## src/hdl/rfe_pkg.sv

```systemverilog
package rfe_pkg;

  // Request codes on the input channel.
  localparam logic [1:0] REQ_WRITE = 2'd0;
  localparam logic [1:0] REQ_READ  = 2'd1;
  localparam logic [1:0] REQ_RX    = 2'd2;

  // Result kinds on the output channel.
  localparam logic KIND_TX   = 1'b0;
  localparam logic KIND_WORD = 1'b1;

  // Frame constants.
  localparam logic [7:0]  CMD_FLAG  = 8'h80;
  localparam logic [7:0]  FILL_BYTE = 8'hFF;
  localparam logic [31:0] BAD_WORD  = 32'hFFFF_FFFF;

  typedef struct packed {
    logic [1:0]  req_type;
    logic [11:0] reg_address;
    logic [31:0] write_data;
    logic [2:0]  byte_count;
    logic [7:0]  rx_byte;
  } rfe_in_t;

  typedef struct packed {
    logic        result_kind;
    logic [7:0]  tx_byte;
    logic [31:0] read_word;
    logic        checksum_error;
    logic        frame_last;
  } rfe_out_t;

  // Work handed from the front end to the back end.
  typedef enum logic [1:0] {
    OP_WRITE = 2'd0,
    OP_READ  = 2'd1,
    OP_WORD  = 2'd2
  } rfe_op_t;

  typedef struct packed {
    rfe_op_t     op;
    logic [7:0]  lo;
    logic [7:0]  hi;
    logic [31:0] data;
    logic [2:0]  n;
    logic        err;
  } rfe_desc_t;

endpackage

```

## src/hdl/rfe_front.sv

```systemverilog
module rfe_front #(
  parameter int MAX_DATA_BYTES = 4
) (
  input  logic               clk,
  input  logic               rst_n,
  input  logic               in_valid,
  output logic               in_stall,
  input  rfe_pkg::rfe_in_t   in_data,
  input  logic               q_full,
  output logic               q_push,
  output rfe_pkg::rfe_desc_t q_desc
);
  import rfe_pkg::*;

  logic        pending_r, pending_nxt;
  logic [2:0]  expected_r, expected_nxt;
  logic [2:0]  received_r, received_nxt;
  logic [7:0]  sum_r, sum_nxt;
  logic [31:0] word_r, word_nxt;

  logic        accept;
  logic [2:0]  n;
  logic [7:0]  lo;
  logic [7:0]  hi;
  logic        bad;

  assign in_stall = q_full;
  assign accept   = in_valid && !q_full;
  assign lo       = in_data.reg_address[7:0];
  assign hi       = {in_data.reg_address[11:8], 4'h0};
  assign bad      = (in_data.rx_byte != ~sum_r);

  // Clamp the data byte count to one through the maximum.
  always_comb begin
    if (in_data.byte_count == 3'd0) begin
      n = 3'd1;
    end else if (in_data.byte_count > 3'(MAX_DATA_BYTES)) begin
      n = 3'(MAX_DATA_BYTES);
    end else begin
      n = in_data.byte_count;
    end
  end

  // Classify the item, update the receive state and build the work item.
  always_comb begin
    pending_nxt  = pending_r;
    expected_nxt = expected_r;
    received_nxt = received_r;
    sum_nxt      = sum_r;
    word_nxt     = word_r;
    q_push       = 1'b0;
    q_desc.op    = OP_WRITE;
    q_desc.lo    = lo;
    q_desc.hi    = hi;
    q_desc.data  = in_data.write_data;
    q_desc.n     = n;
    q_desc.err   = 1'b0;
    if (accept) begin
      case (in_data.req_type)
        REQ_WRITE: begin
          pending_nxt = 1'b0;
          q_desc.hi   = hi + CMD_FLAG;
          q_push      = 1'b1;
        end
        REQ_READ: begin
          pending_nxt  = 1'b1;
          sum_nxt      = lo + hi;
          word_nxt     = '0;
          expected_nxt = n;
          received_nxt = 3'd0;
          q_desc.op    = OP_READ;
          q_push       = 1'b1;
        end
        REQ_RX: begin
          if (pending_r) begin
            if (received_r < expected_r) begin
              word_nxt     = {word_r[23:0], in_data.rx_byte};
              sum_nxt      = sum_r + in_data.rx_byte;
              received_nxt = received_r + 3'd1;
            end else begin
              pending_nxt = 1'b0;
              q_desc.op   = OP_WORD;
              q_desc.data = bad ? BAD_WORD : word_r;
              q_desc.err  = bad;
              q_push      = 1'b1;
            end
          end
        end
        default: begin
        end
      endcase
    end
  end

  always_ff @(posedge clk) begin
    if (!rst_n) begin
      pending_r  <= 1'b0;
      expected_r <= 3'd0;
      received_r <= 3'd0;
      sum_r      <= 8'd0;
      word_r     <= 32'd0;
    end else begin
      pending_r  <= pending_nxt;
      expected_r <= expected_nxt;
      received_r <= received_nxt;
      sum_r      <= sum_nxt;
      word_r     <= word_nxt;
    end
  end

endmodule

```

## src/hdl/rfe_queue.sv

```systemverilog
module rfe_queue (
  input  logic               clk,
  input  logic               rst_n,
  input  logic               push,
  input  rfe_pkg::rfe_desc_t push_desc,
  input  logic               pop,
  output logic               full,
  output logic               empty,
  output rfe_pkg::rfe_desc_t head
);
  import rfe_pkg::*;

  rfe_desc_t  mem [2];
  logic       wr_ptr_r, wr_ptr_nxt;
  logic       rd_ptr_r, rd_ptr_nxt;
  logic [1:0] count_r, count_nxt;

  assign full  = (count_r == 2'd2);
  assign empty = (count_r == 2'd0);
  assign head  = mem[rd_ptr_r];

  // Pointer and fill count update.
  always_comb begin
    wr_ptr_nxt = push ? ~wr_ptr_r : wr_ptr_r;
    rd_ptr_nxt = pop ? ~rd_ptr_r : rd_ptr_r;
    count_nxt  = count_r + {1'b0, push} - {1'b0, pop};
  end

  always_ff @(posedge clk) begin
    if (!rst_n) begin
      wr_ptr_r <= 1'b0;
      rd_ptr_r <= 1'b0;
      count_r  <= 2'd0;
    end else begin
      wr_ptr_r <= wr_ptr_nxt;
      rd_ptr_r <= rd_ptr_nxt;
      count_r  <= count_nxt;
    end
  end

  // Entry storage needs no reset.
  always_ff @(posedge clk) begin
    if (push) begin
      mem[wr_ptr_r] <= push_desc;
    end
  end

endmodule

```

## src/hdl/rfe_back.sv

```systemverilog
module rfe_back #(
  parameter int MAX_DATA_BYTES = 4
) (
  input  logic               clk,
  input  logic               rst_n,
  input  logic               q_empty,
  input  rfe_pkg::rfe_desc_t q_head,
  output logic               q_pop,
  output logic               out_valid,
  input  logic               out_stall,
  output rfe_pkg::rfe_out_t  out_data
);
  import rfe_pkg::*;

  localparam int SW = $clog2(MAX_DATA_BYTES + 3);

  logic [SW-1:0] step_r, step_nxt;
  logic [7:0]    sum_r, sum_nxt;
  logic          out_valid_r, out_valid_nxt;
  rfe_out_t      out_data_r, out_data_nxt;

  logic          emit;
  logic          at_last;
  logic [3:0]    last_step;
  logic [1:0]    byte_idx;
  logic [7:0]    data_byte;
  logic [7:0]    tx;

  assign emit      = !q_empty && (!out_valid_r || !out_stall);
  assign last_step = {1'b0, q_head.n} + 4'd2;
  assign at_last   = (4'(step_r) == last_step);
  assign byte_idx  = q_head.n[1:0] + 2'd1 - step_r[1:0];

  // Data bytes go out most significant first.
  always_comb begin
    case (byte_idx)
      2'd0:    data_byte = q_head.data[7:0];
      2'd1:    data_byte = q_head.data[15:8];
      2'd2:    data_byte = q_head.data[23:16];
      2'd3:    data_byte = q_head.data[31:24];
      default: data_byte = q_head.data[7:0];
    endcase
  end

  // Pick the bus byte for this step of the frame.
  always_comb begin
    if (step_r == SW'(0)) begin
      tx = q_head.lo;
    end else if (step_r == SW'(1)) begin
      tx = q_head.hi;
    end else if (q_head.op == OP_READ) begin
      tx = FILL_BYTE;
    end else if (at_last) begin
      tx = ~sum_r;
    end else begin
      tx = data_byte;
    end
  end

  // Step through the head work item one result per cycle while the output is not stalled.
  always_comb begin
    step_nxt      = step_r;
    sum_nxt       = sum_r;
    q_pop         = 1'b0;
    out_data_nxt  = out_data_r;
    out_valid_nxt = out_valid_r && out_stall;
    if (emit) begin
      out_valid_nxt = 1'b1;
      if (q_head.op == OP_WORD) begin
        out_data_nxt.result_kind    = KIND_WORD;
        out_data_nxt.tx_byte        = 8'd0;
        out_data_nxt.read_word      = q_head.data;
        out_data_nxt.checksum_error = q_head.err;
        out_data_nxt.frame_last     = 1'b0;
        q_pop                       = 1'b1;
      end else begin
        out_data_nxt.result_kind    = KIND_TX;
        out_data_nxt.tx_byte        = tx;
        out_data_nxt.read_word      = 32'd0;
        out_data_nxt.checksum_error = 1'b0;
        out_data_nxt.frame_last     = at_last;
        sum_nxt                     = (step_r == SW'(0)) ? tx : sum_r + tx;
        if (at_last) begin
          step_nxt = '0;
          q_pop    = 1'b1;
        end else begin
          step_nxt = step_r + SW'(1);
        end
      end
    end
  end

  always_ff @(posedge clk) begin
    if (!rst_n) begin
      step_r      <= '0;
      out_valid_r <= 1'b0;
    end else begin
      step_r      <= step_nxt;
      out_valid_r <= out_valid_nxt;
    end
  end

  always_ff @(posedge clk) begin
    sum_r      <= sum_nxt;
    out_data_r <= out_data_nxt;
  end

  assign out_valid = out_valid_r;
  assign out_data  = out_data_r;

endmodule

```

## src/hdl/register_frame_engine_checksum_unit.sv

```systemverilog
// Register access framer with an inverted additive checksum. The front end
// takes one item per clock while its two-entry work queue has room: a write or
// read command becomes a frame work item, a received byte updates the read
// word and running sum in the front end itself and only the checksum byte
// queues a read-word result. The back end sends one result per clock through
// an output register while the output is not stalled, so a frame with n data
// bytes goes out as n + 3 bytes (at most seven) and a read-word result as a
// single result. Commands are thus limited by the back end byte sequencer,
// and received bytes that produce no result never reach the back end.
module register_frame_engine_checksum_unit #(
  parameter int MAX_DATA_BYTES = 4
) (
  input  logic              clk,
  input  logic              rst_n,
  input  logic              in_valid,
  output logic              in_stall,
  input  rfe_pkg::rfe_in_t  in_data,
  output logic              out_valid,
  input  logic              out_stall,
  output rfe_pkg::rfe_out_t out_data
);
  import rfe_pkg::*;

  logic      q_full;
  logic      q_push;
  rfe_desc_t push_desc;
  rfe_desc_t head;
  logic      q_empty;
  logic      q_pop;

  rfe_front #(
    .MAX_DATA_BYTES(MAX_DATA_BYTES)
  ) u_front (
    .clk      (clk),
    .rst_n    (rst_n),
    .in_valid (in_valid),
    .in_stall (in_stall),
    .in_data  (in_data),
    .q_full   (q_full),
    .q_push   (q_push),
    .q_desc   (push_desc)
  );

  rfe_queue u_queue (
    .clk       (clk),
    .rst_n     (rst_n),
    .push      (q_push),
    .push_desc (push_desc),
    .pop       (q_pop),
    .full      (q_full),
    .empty     (q_empty),
    .head      (head)
  );

  rfe_back #(
    .MAX_DATA_BYTES(MAX_DATA_BYTES)
  ) u_back (
    .clk       (clk),
    .rst_n     (rst_n),
    .q_empty   (q_empty),
    .q_head    (head),
    .q_pop     (q_pop),
    .out_valid (out_valid),
    .out_stall (out_stall),
    .out_data  (out_data)
  );

  // The front end never writes into a full queue.
  assert property (@(posedge clk) disable iff (!rst_n) q_push |-> !q_full)
    else $error("work item pushed into a full queue");

  // The back end never pops an empty queue.
  assert property (@(posedge clk) disable iff (!rst_n) q_pop |-> !q_empty)
    else $error("work item popped from an empty queue");

  // A read-word result carries no bus byte and never ends a frame.
  assert property (@(posedge clk) disable iff (!rst_n)
    (out_valid && out_data.result_kind == KIND_WORD)
      |-> (!out_data.frame_last && out_data.tx_byte == 8'd0))
    else $error("read-word result carries bus byte fields");

  // A checksum mismatch always reports the all-ones word.
  assert property (@(posedge clk) disable iff (!rst_n)
    (out_valid && out_data.checksum_error) |-> (out_data.read_word == BAD_WORD))
    else $error("checksum error without all-ones word");

endmodule
```

## config.mk

```make
export PLATFORM = sky130hd
export DESIGN_NAME = register_frame_engine_checksum_unit
export DESIGN_NICKNAME = d
export VERILOG_FILES = /design/src/hdl/rfe_pkg.sv /design/src/hdl/rfe_front.sv /design/src/hdl/rfe_queue.sv /design/src/hdl/rfe_back.sv /design/src/hdl/register_frame_engine_checksum_unit.sv
export SDC_FILE = /design/constraint.sdc
export NUM_CORES = 1
export LEC_CHECK = 0
export ABC_AREA = 1
export BUFFER_PORTS_ARGS = -buffer_cell sky130_fd_sc_hd__buf_2
export CAP_MARGIN = 20
export CORE_MARGIN = 1.5
export CORE_UTILIZATION = 50
export CTS_BUF_LIST = sky130_fd_sc_hd__clkbuf_4 sky130_fd_sc_hd__clkbuf_8 sky130_fd_sc_hd__clkbuf_16
export DETAILED_ROUTE_END_ITERATION = 8
export MAX_ROUTING_LAYER = met4
export PLACE_DENSITY = 0.69
export SYNTH_ARGS = -nofsm -noshare
export SYNTH_HDL_FRONTEND = slang
export SYNTH_SLANG_ARGS = --single-unit
```

## constraint.sdc

```tcl
create_clock -name clk -period 5.8 [get_ports clk]
set_input_delay 0.58 -clock clk [delete_from_list [all_inputs] [get_ports clk]]
set_output_delay 0.58 -clock clk [all_outputs]
set_load 0.1 [all_outputs]
```

==> results.yml <==
worst_setup_path:
  path_class: "reg2reg"
  startpoint_type: "flip-flop"
  r2r_cells: 26
  rrSetupSlack_ns: 1.02
  end_kind: "flip-flop"
  crit_fanout: 38
  cp.required_ns: 6.06
  worst_ep_arrival_time_ns: 5.03
grt:
  gr-total-overflow: 0
  grt_pass1_wl_um: 34700
  gr-usage-all-layers_pct: 22.7
  grt_max_degree: 67
  grt_pass1_vias: 6650
  grt_antenna_before_repair: 0
synthesis:
  synth_most_common_cell: "nand2_1"
  synth_area_leaders: "edfxtp_1 (47%), dfxtp_1 (12%), nand2_1 (6.3%), nor2_1 (5.4%), o21ai_0 (4.4%)"
  synth_top_area_share_pct: 46.9
  synth.avg_cell_area_um2: 9.74
  synth_seq_cells: 207
  ys_warn_count: 0
  synthArstFlopShare_pct: 0
  ys_types: 39
  netlist_instances: 993
  synth_common_cells: "nand2_1 (163), edfxtp_1 (151), nor2_1 (140), inv_1 (98), o21ai_0 (85)"
  synth_edf_count: 151
  yosysTopAreaCell: "edfxtp_1"
  syn_area_mm2: 0.00967
  synthFlopType: "edfxtp_1"
  synth.net_count: 1090
  ys_seq_area_share_pct: 58.5
run:
  maxCapViolations: 0
timing:
  relSlewSlack_pct: 32.5
  finalClockSkew_ns: 0.0164
  setup_viol: 0
  setup-tns-final_ns: 0
  finalMaxSlewViolations: 0
  fmax_ghz: 0.209
  timing.final.crit_share_pct: 82.3
  worst_hold_slack_ns: 0.283
  min_period_ns: 4.78
  rsz0062_at_grt: "false"
  hold_viol: 0
  worst_pin_slew_ns: 1.01
floorplanning:
  die_area_mm2: 0.0202
  core_area_mm2: 0.0188
  die_w_um: 142
  placementRows: 50
  die_h_um: 142
  io_pins: 106
  start_util_pct: 51.4
clocking:
  clk_latency_ns: 0.52
  cts_tree: "built"
  cts_resized: 0
  clkTransAtPathRegs_ns: 0.06
  post_cts_buffers: 0
  htree_levels: 1
  numCtsBuffers: 23
  cts_hold_buf: 0
  cts_buffer_depth: 3
  cts_sinks: 207
  cts_root_buffer: "clkbuf_16"
finish:
  n_antenna_cell: 0
  drive_gt1_share_pct: 16.9
  finalNetCount: 1186
  design_area_mm2: 0.0112
  area_growth_pct: 15.5
route:
  drt-initial-drc-count: 596
  via_count: 7015
  wl_per_cell_um: 16.0
  drc: 0
  dr.pass1.iters: 5
  ant_nets: 0
  drt_wl_total_um: 21800
  avgViaCountPerCell: 5.14
placement:
  port-buffer-count: 105
  gp_congestion: 0.893
  placed_area_mm2: 0.0104
  hpwl_um: 15500
power:
  power_density_mw_per_mm2: 606
  peakVddDrop_uv: 268
  leakage_nw: 4.72
outcome:
  status: "completed"
hold_path:
  hold_class: "in2reg"
  worstHoldPathCells: 1
-- cell usage in the layout (no fill, tap or decap), types with 2 or more instances in the layout --
cell type / netlist / routed
nand2_2: 2 / 2
buf_2: 13 / 105
nor2_2: 3 / 3
a21oi_2: 2 / 2
dfxtp_1: 56 / 55
buf_4: 1 / 8
fa_1: 3 / 3
or2_1: 8 / 8
o21ai_1: 10 / 10
or2_0: 3 / 3
clkinv_1: 1 / 2
o21ai_0: 85 / 85
clkinvlp_4: 0 / 2
clkbuf_4: 0 / 7
nor2_1: 140 / 138
nand3_1: 42 / 42
o21a_1: 13 / 13
edfxtp_1: 151 / 151
o211ai_1: 4 / 4
mux2i_1: 13 / 13
nand3_2: 5 / 5
a211oi_1: 10 / 10
ha_1: 33 / 33
nor2_4: 0 / 2
xor2_1: 10 / 10
xnor2_1: 7 / 7
nand4_1: 4 / 4
clkbuf_16: 0 / 23
nand2_1: 163 / 163
a21oi_1: 40 / 40
clkinv_2: 0 / 5
a31oi_1: 4 / 4
nor3_1: 22 / 21
bufinv_16: 0 / 2
or2_2: 13 / 13
inv_1: 98 / 98
-- flip-flops by register name (all words and copies together), names as in the netlist, named ones only --
name                flops
u_queue.count_r         2
u_back.step_r           3
u_front.word_r         32
u_back.out_data        43
u_front.expected_r      3
u_front.pending_r       1
u_queue.rd_ptr_r        1
u_back.out_valid        1
u_front.received_r      3
u_front.sum_r           8
u_queue.mem           100
u_back.sum_r            8
u_queue.wr_ptr_r        1
-- path summary, 6_finish.rpt --
kind	from	end
max reg2reg	flip-flop	u_back.sum_r[7]
max	flip-flop	u_back.sum_r[7]
min	in_data[47]	u_queue.mem[0][48]
min reg2reg	u_front.expected_r[2]	u_front.expected_r[2]
-- metrics by stage --
stage	util, %	worst slack, ns	total power, mW	cells
2_1_floorplan	-	1.67	4.75	993
3_3_place_gp	55.1	1.29	5.28	1323
3_5_place_dp	55.3	1.10	5.34	1324
4_1_cts	59.3	1.07	6.79	1366
5_1_grt	59.3	0.415	7.16	1366
6_report	59.3	1.02	6.77	1366
-- cells by family (layout without fill, tap and decap cells) --
group / count (synthesis) / in the layout / synth area share (%)
and+or+nand+nor: 407 / 407 / 17.9
muxes: 13 / 13 / 1.35
AOI/OAI and AO/OA: 170 / 170 / 9.69
xor gates and xnor gates: 17 / 17 / 1.54
buffers and inverters: 143 / 256 / 6.16
DFF: 207 / 207 / 58.5
adders and majority gates: 36 / 36 / 4.89
-- cell type report --
cell class	count	area, µm²
Clock inverter	12	135
Clock buffer	30	628
Fill cell	1600	7660
Sequential cell	207	5660
Timing Repair Buffer	114	613
Tap cell	260	325
Inverter	100	375
Multi-Input combinational cell	643	3440
-- worst max-delay path, cell delays in order (launching register included) --
cell      delay (ns)
dfxtp_2         0.67
inv_2           0.40
nand2_1         0.15
nand2_1         0.07
ha_1            0.40
inv_1           0.21
nor2_1          0.12
o21ai_1         0.08
a21oi_2         0.12
nand3_2         0.30
o21ai_0         0.28
inv_1           0.06
nand2_1         0.06
nand2_1         0.04
nand2_1         0.07
nand2_1         0.09
inv_1           0.07
ha_1            0.27
a21oi_1         0.14
nand2_1         0.11
nand4_1         0.09
o211ai_1        0.10
or2_2           0.28
nand2_1         0.09
nand3_1         0.08
nand3_1         0.10
nand2_1         0.06
-- routing by layer --
metal	part of all wire [%]	routed length (µm)	GRT usage, %
met2	45	9800	34.6
met1	48	10400	32.4
met4	2.0	430	5.70
met3	5.5	1190	3.03
met5	0	0	-
-- power breakdown --
group / internal [mW] / switching [mW]
registers: 2.01 / 0.126
logic: 0.712 / 2.47
clock network: 0.865 / 0.589
total: 3.59 / 3.18
Power figures use the tool's default switching activity.
